## config.mk

```make
export PLATFORM = sky130hd
export DESIGN_NAME = hwcv_cell
export DESIGN_NICKNAME = d
export VERILOG_FILES = /design/src/rtl/core/assert_macros.svh /design/src/rtl/core/hwcv_pkg.sv /design/src/rtl/core/hwcv_cell.sv
export SDC_FILE = /design/constraint.sdc
export NUM_CORES = 1
export LEC_CHECK = 0
export ABC_AREA = 1
export BUFFER_PORTS_ARGS = -buffer_cell sky130_fd_sc_hd__buf_2
export CORE_MARGIN = 3
export CORE_UTILIZATION = 47
export CTS_BUF_LIST = sky130_fd_sc_hd__clkbuf_4 sky130_fd_sc_hd__clkbuf_8
export CTS_CLUSTER_DIAMETER = 120
export CTS_CLUSTER_SIZE = 40
export DETAILED_ROUTE_END_ITERATION = 8
export GPL_TIMING_DRIVEN = 0
export PLACE_DENSITY = 0.78
export SKIP_CTS_REPAIR_TIMING = 1
export SYNTH_ARGS = -nofsm -noshare
export SYNTH_HDL_FRONTEND = slang
export SYNTH_SLANG_ARGS = --single-unit
```

## constraint.sdc

```tcl
create_clock -name clk -period 1.5 [get_ports clk]
set_input_delay 0.15 -clock clk [delete_from_list [all_inputs] [get_ports clk]]
set_output_delay 0.15 -clock clk [all_outputs]
set_load 0.005 [all_outputs]
```

## src/rtl/core/assert_macros.svh

```systemverilog
// Assertion macros shared by the RTL of the color vote block.
// Depends on nothing; included by modules that carry assertions.
`ifndef ASSERT_MACROS_SVH
`define ASSERT_MACROS_SVH
`ifndef SYNTH
`define HWCV_ASSERT(label, clk, rst_n, prop, msg) \
    label: assert property (@(posedge clk) disable iff (!rst_n) prop) else $error(msg);
`define HWCV_NEVER(label, clk, rst_n, prop, msg) \
    label: assert property (@(posedge clk) disable iff (!rst_n) !(prop)) else $error(msg);
`else
`define HWCV_ASSERT(label, clk, rst_n, prop, msg)
`define HWCV_NEVER(label, clk, rst_n, prop, msg)
`endif
`endif

```

## src/rtl/core/hwcv_pkg.sv

```systemverilog
// Package of the color vote block: constants, types, classifier and paint table.
// Depends on nothing.
`timescale 1ns / 1ps
package hwcv_pkg;

    localparam int MAX_WIDTH_DEF  = 1024;
    localparam int MAX_HEIGHT_DEF = 1024;
    localparam int MAX_WINDOW_DEF = 10;

    localparam int CFG_IDX_W  = 3;
    localparam int CFG_DATA_W = 11;
    localparam int VOTE_W     = 9;
    localparam int NUM_CLASS  = 7;

    localparam logic [CFG_IDX_W-1:0] REG_FRAME_WIDTH  = 3'd0;
    localparam logic [CFG_IDX_W-1:0] REG_FRAME_HEIGHT = 3'd1;
    localparam logic [CFG_IDX_W-1:0] REG_WINDOW_SIZE  = 3'd2;
    localparam logic [CFG_IDX_W-1:0] REG_WHITE_HIGH   = 3'd3;
    localparam logic [CFG_IDX_W-1:0] REG_WHITE_LOW    = 3'd4;
    localparam logic [CFG_IDX_W-1:0] REG_ROOM_ENABLE  = 3'd5;

    localparam logic [2:0] CLASS_PINK      = 3'd0;
    localparam logic [2:0] CLASS_BLUE      = 3'd1;
    localparam logic [2:0] CLASS_GREEN     = 3'd2;
    localparam logic [2:0] CLASS_YELLOW    = 3'd3;
    localparam logic [2:0] CLASS_ORANGE    = 3'd4;
    localparam logic [2:0] CLASS_RED       = 3'd5;
    localparam logic [2:0] CLASS_WHITE     = 3'd6;
    localparam logic [2:0] CLASS_UNPAINTED = 3'd7;

    typedef enum logic [1:0] {
        ST_IDLE,
        ST_SCAN,
        ST_DRAIN,
        ST_DECIDE
    } state_t;

    typedef struct packed {
        logic clear;
        logic add;
    } cell_ctrl_t;

    function automatic logic [VOTE_W-1:0] classify(
        input logic [7:0] h,
        input logic [7:0] s,
        input logic [7:0] v,
        input logic [7:0] white_high,
        input logic [7:0] white_low,
        input logic       room_en
    );
        logic [5:0] bits;
        logic [2:0] white;
        bits = '0;
        white = '0;
        bits[0] = (h > 8'd164) && (h < 8'd178) && (s >= 8'd125) && (v >= 8'd50) && (v <= 8'd220);
        bits[1] = (h > 8'd100) && (h < 8'd140) && (s >= 8'd95) && (v >= 8'd5) && (v <= 8'd95);
        bits[2] = (h > 8'd40) && (h < 8'd80) && (s >= 8'd45) && (s <= 8'd225) && (v <= 8'd70);
        bits[3] = (h > 8'd20) && (h < 8'd40) && (s >= 8'd150) && (v >= 8'd80);
        bits[4] = (h > 8'd2) && (h < 8'd19) && (s >= 8'd180) && (v >= 8'd100);
        bits[5] = ((h < 8'd3) || (h > 8'd175)) && (s >= 8'd140) && (v >= 8'd35) && (v <= 8'd90);
        if (v >= white_high)
        begin
            white = white + 3'd1;
        end
        if (v <= white_low)
        begin
            white = white + 3'd1;
        end
        if (room_en && (h >= 8'd7) && (h <= 8'd25) && (s >= 8'd43) && (s <= 8'd94)
            && (v <= 8'd193))
        begin
            white = white + 3'd2;
        end
        return {white, bits};
    endfunction

    function automatic logic [23:0] paint_bgr(input logic [2:0] cls);
        logic [23:0] p;
        unique case (cls)
            CLASS_PINK:   p = {8'd67, 8'd8, 8'd246};
            CLASS_BLUE:   p = {8'd255, 8'd1, 8'd61};
            CLASS_GREEN:  p = {8'd57, 8'd255, 8'd0};
            CLASS_YELLOW: p = {8'd13, 8'd191, 8'd255};
            CLASS_ORANGE: p = {8'd7, 8'd71, 8'd255};
            CLASS_RED:    p = {8'd0, 8'd7, 8'd245};
            default:      p = 24'd0;
        endcase
        return p;
    endfunction

endpackage

```

## src/rtl/core/hwcv_cell.sv

```systemverilog
// One vote cell: holds the window sum of one class and passes the running
// first-largest class on to its neighbor. Depends on hwcv_pkg.
`timescale 1ns / 1ps
module hwcv_cell #(
    parameter int         SUM_W    = 9,
    parameter logic [2:0] CLASS_ID = 3'd0
) (
    input  logic                 clk,
    input  logic                 rst_n,
    input  hwcv_pkg::cell_ctrl_t ctrl,
    input  logic [2:0]           amount,
    input  logic [SUM_W-1:0]     in_best,
    input  logic [2:0]           in_idx,
    input  logic                 in_any,
    output logic [SUM_W-1:0]     out_best,
    output logic [2:0]           out_idx,
    output logic                 out_any
);

    logic [SUM_W-1:0] sum_reg;
    logic [SUM_W-1:0] sum_next;

    always_comb
    begin
        sum_next = sum_reg;
        if (ctrl.clear)
        begin
            sum_next = '0;
        end
        else if (ctrl.add)
        begin
            sum_next = sum_reg + SUM_W'(amount);
        end
    end

    always_ff @(posedge clk or negedge rst_n)
    begin
        if (!rst_n)
        begin
            sum_reg <= '0;
        end
        else
        begin
            sum_reg <= sum_next;
        end
    end

    assign out_best = (sum_reg > in_best) ? sum_reg : in_best;
    assign out_idx  = (sum_reg > in_best) ? CLASS_ID : in_idx;
    assign out_any  = in_any | (sum_reg != '0);

endmodule

```

==> results.toml, run 1 <==
[detailed_routing]
vias = 1268
avgViaCountPerCell = 5.66
firstDrtPassIters = 4
drc = 0
ant_nets = 0
routed_wl_mm = 3.72
wl_per_cell_um = 16.6
drt_iter0_drc = 43

[sta]
fin_crit_sh_pct = 139
max_slew_margin_pct = 81.1
hold_violations = 0
fmaxAchievable_ghz = 0.480
final.min_clock_period_ns = 2.08
slew_violations = 0
setup_viol_count_final = 16
clock_skew_ns = 0.00570
worst_pin_slew_ns = 0.281
worst_slack_ns = -0.583
rsz0062_at_grt = "yes"
setup_tns_ns = -7.14

[synth]
synth_seq_area_share_pct = 23.0
synth_cell_type_count = 27
synth.avg_cell_area_um2 = 6.81
synth_cells = 144
yosysTopAreaCellShare_pct = 23.0
synth-warning-count = 0
synth-edff-count = 0
synth-main-ff-cell = "dfrtp_1"
synth.net_count = 177
synth_top_area_cell = "dfrtp_1"
netlist_area_um2 = 981
ys_ff_latch = 9
yosys-top-cells-area = "dfrtp_1, nand2_1, ha_1, inv_1, nand3_1"
synthArstFlopShare_pct = 100

[cells_and_area]
post-route-cell-area_um2 = 1580
final_nets = 233
antenna_cells = 0
largest_register_ffs = 9
stdcell_count = 224
area_growth_pct = 61.4
drive_gt1_share_pct = 52.3

[global_routing]
grt_max_degree = 11
grt_pass1_vias = 976
grt_usage_pct = 19.3
grt-ovfl-total = 0
antenna_found_initial = 0
grt_pass1_wl_mm = 3.95

[setup_path]
crit_required_ns = 1.35
path_max_fanout = 5
cpPeakStageDelay_ns = 0.43
worstSetupPathType = "reg2out"
cp_slowest_cell = "dfrtp_1"
end_kind = "output pin"
worstPathArrival_ns = 1.93
startpoint_type = "flip-flop"
crit_chain = "ha_1 > nand2_1 > nor2_2 > nand3_2 > nand3_4 > buf_6 > nand3_2 > nand2_1 > buf_2"

[power]
ir_worst_vdd_uv = 512
p_leak_uw = 0.000811
finalPower_uw = 794
powerDensity_nw_per_um2 = 502

[placement]
hpwl_mm = 1.92
postPlaceCellArea_um2 = 1170
dp_cells = 201
finalWeightedCongestion = 0.877
port_buffers = 32

[die]
io_pins = 33
die_h_um = 51.7
rows = 15
die_w_um = 51.7
start_util_pct = 53.3
die_area_um2 = 2670
core_area_um2 = 1840

[clocking]
root_buffer = "clkbuf_4"
insertion_delay_ns = 0.27
cts_sinks = 9
cts_inserted_buffers = 3
path_clk_slew_ns = 0.07
cts_tree = "yes"
cts.htree.levels = 1
cts_max_path_buffers = 2

[job]
cap_violations = 0

[run_status]
status = "complete, but fails checks"
violations = "setup timing"

[worst_hold_path]
hold_path.class = "in2reg"
[placed cells by master, fill, tap and decap left out, types with 2 or more instances in the layout]
master / n
nand3_1: 8
nand2_1: 37
nand2_2: 5
dfrtp_2: 7
buf_6: 5
ha_1: 4
ha_4: 7
o21ai_0: 2
buf_2: 32
nand2_4: 2
nor2_4: 2
dfrtp_1: 2
inv_1: 21
nor4_1: 2
clkbuf_4: 4
a21boi_2: 2
a21oi_1: 4
nor2_1: 8
nand4_1: 2
nand3_2: 10
inv_2: 4
buf_4: 15
[routing by layer]
layer  part of all wire, %  GRT usage [%]
met3                   7.7           1.43
met4                   3.8           8.73
met1                    39           23.0
met5                     0              0
met2                    49           35.0
[cell usage after synthesis (2+ instances only)]
master and number:
a21oi_1 5, inv_1 24, nand3_2 2, nand4_1 2
nor4_1 2, dfrtp_1 9, nand2_2 3, nor2_1 9
nand2_1 41, o21ai_0 2, a21boi_0 2, nand3_1 17
ha_1 12
[worst max-delay path, delay by kind of cell (launching register included)]
family | cells | cell delay (ns)
and+or+nand+nor | 6 | 0.63
DFF | 1 | 0.43
buffers and inverters | 2 | 0.28
adders and majority gates | 1 | 0.33
[power breakdown]
group | internal [µW] | leakage (µW) | switching, µW
Sequential | 255 | 0.000112 | 14.4
Clock | 121 | 0.0000184 | 92.6
Combinational | 137 | 0.000681 | 174
[final cells by class]
type / instances / area (µm²)
tap: 25 / 31.3
inverter: 25 / 93.8
sequential: 9 / 234
clock buffer: 4 / 30.0
fill: 85 / 256
timing repair buffer: 51 / 317
buffer: 2 / 22.5
multi-input combinational: 108 / 855
[kinds of logic (layout without fill, tap and decap cells)]
| kind of cell | Yosys count | after routing | share of synthesized area (%) |
|---|---|---|---|
| XOR/XNOR | 1 | 1 | 0.893 |
| adder cells (fa/ha/maj) | 13 | 13 | 17.3 |
| AO/OA/AOI/OAI | 14 | 14 | 9.18 |
| AND/OR/NAND/NOR | 80 | 80 | 38.4 |
| buffers and inverters | 27 | 82 | 11.2 |
| flip-flops | 9 | 9 | 23.0 |
[through the flow]
stage	setup slack [ns]	utilization [%]	hold slack, ns
2_1_floorplan	-0.0165	-	-0.146
6_report	-0.583	86.1	0.0946
5_1_grt	-0.653	86.1	0.0812
3_5_place_dp	-0.316	63.9	0.0113
4_1_cts	-0.609	65.5	-0.273
3_3_place_gp	-0.244	63.9	0.00931
[worst paths after layout]
| path | startpoint | endpoint | slack (ns) | depth (start not counted) |
|---|---|---|---|---|
| min | ctrl[1] | sum_reg[6] | 0.09 | 2 |
| max | sum_reg[1] | out_best[6] | -0.58 | 9 |
| max reg2reg | sum_reg[0] | sum_reg[8] | -0.25 | 9 |
| min reg2reg | sum_reg[7] | sum_reg[8] | 0.65 | 2 |
| max in group asynchronous | rst_n | sum_reg[6] | 1.04 | 2 |
| min in group asynchronous | rst_n | sum_reg[0] | 0.25 | 2 |
Note: power is estimated with default switching activity, not from simulation.
==> inputs of run 2 (changes only) <==
Settings changed: CTS_CLUSTER_DIAMETER 120 to 50, RECOVER_POWER from default to 50.
==> run 2 against run 1 <==
Against the previous run:
- the flow still finishes with violations (setup timing)
- sequential power barely moved
- fmax did not move
- register-to-register slack barely moved
- flip-flop and latch count did not move
- worst setup slack did not move
- clock power barely moved
- critical endpoint unchanged
- largest power group unchanged
- highest routed layer unchanged
==> results.toml, run 2 (synthesis results as in run 1) <==
[run_status]
status = "complete, but fails checks"
violations = "setup timing"

[sta]
final.min_clock_period_ns = 2.08
hold_slack_ns = 0.0946
setup_viol_count_final = 16
fin_crit_sh_pct = 139
fmaxAchievable_ghz = 0.480
slew_violations = 0
hold_violations = 0
worst_slack_ns = -0.583
clock_skew_ns = 0.00565
rsz0062_at_grt = "yes"
worst_pin_slew_ns = 0.505
max_slew_margin_pct = 66.3

[cells_and_area]
layout_commonest_cell = "nand2_1"
antenna_cells = 0
drive_gt1_share_pct = 51.8
area_growth_pct = 61.2
largest_register_ffs = 9
final_nets = 233
final_cell_mix = "nand2_1, buf_2, inv_1"

[setup_path]
reg2reg_depth = 9
path_max_fanout = 5
startpoint_type = "flip-flop"
end_kind = "output pin"
worstSetupStartpoint = "sum_reg[1]"
worstSetupPathType = "reg2out"
rrSetupSlack_ns = -0.25
reg2reg_from = "sum_reg[0]"
worstPathArrival_ns = 1.93
crit_required_ns = 1.35
r2r_end = "sum_reg[8]"
crit_end = "out_best[6]"

[clocking]
cts_sinks = 9
cts_max_path_buffers = 2
cts.htree.levels = 1
insertion_delay_ns = 0.27
cts_inserted_buffers = 3
cts_tree = "yes"
path_clk_slew_ns = 0.07
root_buffer = "clkbuf_4"

[die]
start_util_pct = 53.3
io_pins = 33
die_h_um = 51.7
core_area_um2 = 1840
die_w_um = 51.7
die_area_um2 = 2670
rows = 15

[global_routing]
grt_usage_pct = 19.3
grt_pass1_vias = 976
antenna_found_initial = 0
grt-ovfl-total = 0
grt_pass1_wl_mm = 3.95
grt_max_degree = 11

[detailed_routing]
wl_per_cell_um = 16.6
drc = 0
firstDrtPassIters = 4
routed_wl_mm = 3.72
ant_nets = 0
avgViaCountPerCell = 5.66
drt_iter0_drc = 43
vias = 1268

[power]
ir_worst_vdd_uv = 512
p_leak_uw = 0.000809
powerDensity_nw_per_um2 = 502
finalPower_uw = 794

[worst_hold_path]
hold_path.class = "in2reg"
hp-start = "ctrl[1]"

[placement]
finalWeightedCongestion = 0.877
port_buffers = 32
hpwl_mm = 1.92

[job]
cap_violations = 0
run 2: worst max-delay path, cell delays in order (launching register included):
cell     delay, ns
dfrtp_1       0.43
ha_1          0.33
nand2_1       0.10
nor2_2        0.12
nand3_2       0.12
nand3_4       0.15
buf_6         0.15
nand3_2       0.06
nand2_1       0.08
buf_2         0.13
run 2: stage by stage:
step                      area (µm²)  setup TNS, ns  utilization (%)  cells  setup slack [ns]
after floorplan                  983         -0.167                -    144           -0.0165
after global placement          1170          -2.75             63.9    201            -0.244
after detailed placement        1170          -3.69             63.9    201            -0.316
after CTS                       1200          -7.21             65.5    205            -0.609
after global routing            1580          -8.44             86.0    224            -0.653
final                           1580          -7.14             86.0    224            -0.583
run 2: final cells by class:
| class | instances | area, µm² |
|---|---|---|
| plain buffers | 2 | 22.5 |
| clock buffers | 4 | 30.0 |
| fillers | 86 | 258 |
| inverters | 25 | 93.8 |
| multi-input cells | 108 | 855 |
| flip-flops and latches | 9 | 234 |
| well taps | 25 | 31.3 |
| repair buffers | 51 | 315 |
run 2: per-layer routing:
layer	track usage, %	routed length [µm]
met1	23.0	1460
met2	35.0	1830
met3	1.43	288
met5	0	0
met4	8.73	143
run 2: how the worst min path moves through the flow:
stage	endpoint	cells past startpoint	slack [ns]
2_1_floorplan	sum_reg[0]	0	-0.15
3_3_place_gp	sum_reg[7]	1	0.009
3_5_place_dp	sum_reg[5]	1	0.01
4_1_cts	sum_reg[5]	1	-0.27
5_1_grt	sum_reg[6]	2	0.08
6_report	sum_reg[6]	2	0.09
run 2: where the power goes:
group / switching [µW] / total (µW) / internal (µW)
sequential: 14.4 / 270 / 255
combinational: 174 / 310 / 137
clock: 92.6 / 214 / 121
==> inputs of run 3 (changes only) <==
Settings changed: BUFFER_PORTS_ARGS -buffer_cell sky130_fd_sc_hd__buf_2 to default, CORE_UTILIZATION 47 to 59, DONT_BUFFER_PORTS from default to 1, GPL_ROUTABILITY_DRIVEN from default to 0, TNS_END_PERCENT from default to 30.
==> run 3 against run 2 <==
Against the previous run:
- the run still ends with setup timing left
- sequential share of layout area up 2.7 points
- clock power down 3%
- worst hold slack worse by 0.053 ns
- die area down 18%
- worst setup slack better by 0.022 ns
- global-route usage up 1.8 points
- utilization up 0.54 points
- power down 9.3%
- design area down 16%
- clock skew down 0.0028 ns
- sequential power up 3%
- cell count down 20%
- critical path type unchanged
- largest cell class unchanged
==> results.toml, run 3 (synthesis results as in run 1) <==
[run_status]
status = "complete, but fails checks"
violations = "setup timing"

[power]
powerDensity_nw_per_um2 = 539
seqPwrFrac_pct = 38.5
pwr-share-comb_pct = 32.8
pwr-share-clk_pct = 28.8
p_switching_uw = 245
switching_share_pct = 34.0
p_int_uw = 475
p_leak_uw = 0.000663
ir_worst_vdd_uv = 467

[global_routing]
grt-ovfl-total = 0
grt_pass1_vias = 800
antenna_found_initial = 0
grt_pass1_wl_mm = 3.31
grt_usage_pct = 21.1
grt_max_degree = 11

[setup_path]
crit_end = "out_best[3]"
r2r_end = "sum_reg[8]"
worstSetupStartpoint = "sum_reg[3]"
worstSetupPathType = "reg2out"
reg2reg_from = "sum_reg[0]"
worstPathArrival_ns = 1.91
crit_required_ns = 1.35
path_max_fanout = 6
end_kind = "output pin"
startpoint_type = "flip-flop"
reg2reg_depth = 9
rrSetupSlack_ns = -0.19

[cells_and_area]
final_cell_mix = "nand2_1, inv_1, buf_4"
antenna_cells = 0
layout_commonest_cell = "nand2_1"
drive_gt1_share_pct = 37.2
final_nets = 198
stdcell_count = 180
post-route-util_pct = 86.5
largest_register_ffs = 9
post-route-cell-area_um2 = 1330
area_growth_pct = 36.0

[die]
die_w_um = 46.8
io_pins = 33
die_h_um = 46.8
start_util_pct = 63.6
core_area_um2 = 1540
rows = 14
die_area_um2 = 2190

[sta]
final.min_clock_period_ns = 2.06
fmaxAchievable_ghz = 0.485
hold_violations = 0
slew_violations = 0
clock_skew_ns = 0.00290
max_slew_margin_pct = 72.2
worst_slack_ns = -0.561
setup_viol_count_final = 15
fin_crit_sh_pct = 137
worst_pin_slew_ns = 0.415
hold_slack_ns = 0.0415
rsz0062_at_grt = "yes"
setup_tns_ns = -6.27

[clocking]
root_buffer = "clkbuf_4"
cts_sinks = 9
cts.htree.levels = 1
cts_inserted_buffers = 3
path_clk_slew_ns = 0.06
insertion_delay_ns = 0.26
cts_tree = "yes"
cts_max_path_buffers = 2

[detailed_routing]
firstDrtPassIters = 4
routed_wl_mm = 3.18
wl_per_cell_um = 17.7
drt_iter0_drc = 19
vias = 1068
drc = 0
avgViaCountPerCell = 5.93
ant_nets = 0

[placement]
port_buffers = 0
dp_cells = 160
hpwl_mm = 1.79
postPlaceCellArea_um2 = 1000

[worst_hold_path]
hold_path.class = "in2reg"
whs_path_depth = 2

[job]
cap_violations = 0
==> run 3: cell count changes in the layout (fill, tap and decap cells not counted), sizes merged <==
cell         change
clkbuf           -1
dlygate4sd3      +1
buf             -35
==> run 3: how the worst min path moves through the flow <==
stage | startpoint | end
after floorplan | rst_n | sum_reg[0]
after global placement | rst_n | sum_reg[8]
after detailed placement | rst_n | sum_reg[8]
after CTS | rst_n | sum_reg[5]
after global routing | ctrl[0] | sum_reg[0]
final | ctrl[0] | sum_reg[0]
==> run 3: power groups by stage <==
stage	Sequential, µW	Clock, µW	Combinational [µW]
after floorplan	271	0	127
after global placement	275	0	146
after detailed placement	276	0	157
after CTS	272	211	158
after global routing	277	230	260
final	277	207	236
==> run 3: area by class of cell <==
class / count / area, µm²
Fill cell: 79 / 208
Multi-Input combinational cell: 108 / 806
Timing Repair Buffer: 16 / 129
Tap cell: 16 / 20.0
Inverter: 25 / 93.8
Buffer: 2 / 22.5
Sequential cell: 9 / 233
Clock buffer: 4 / 30.0
==> run 3: critical path, cell delays in order, from the launching register on <==
cell     delay, ns
dfrtp_2       0.48
ha_4          0.29
nand2_1       0.06
inv_2         0.08
nand2_1       0.06
nand2_1       0.11
nand2_2       0.09
nand3_4       0.13
buf_6         0.14
nand3_1       0.09
nand2_1       0.12
==> run 3: stage by stage <==
stage | worst slack (ns) | power (µW)
floorplan | -0.0165 | 398
global placement | -0.195 | 421
detailed placement | -0.221 | 433
CTS | -0.520 | 641
global route | -0.619 | 767
finish | -0.561 | 720
==> run 3: layer usage <==
metal / part of all wire (%) / GRT usage (%)
met1: 37 / 26.4
met5: 0 / 0
met3: 7.0 / 3.07
met4: 2.0 / 7.18
met2: 54 / 37.1
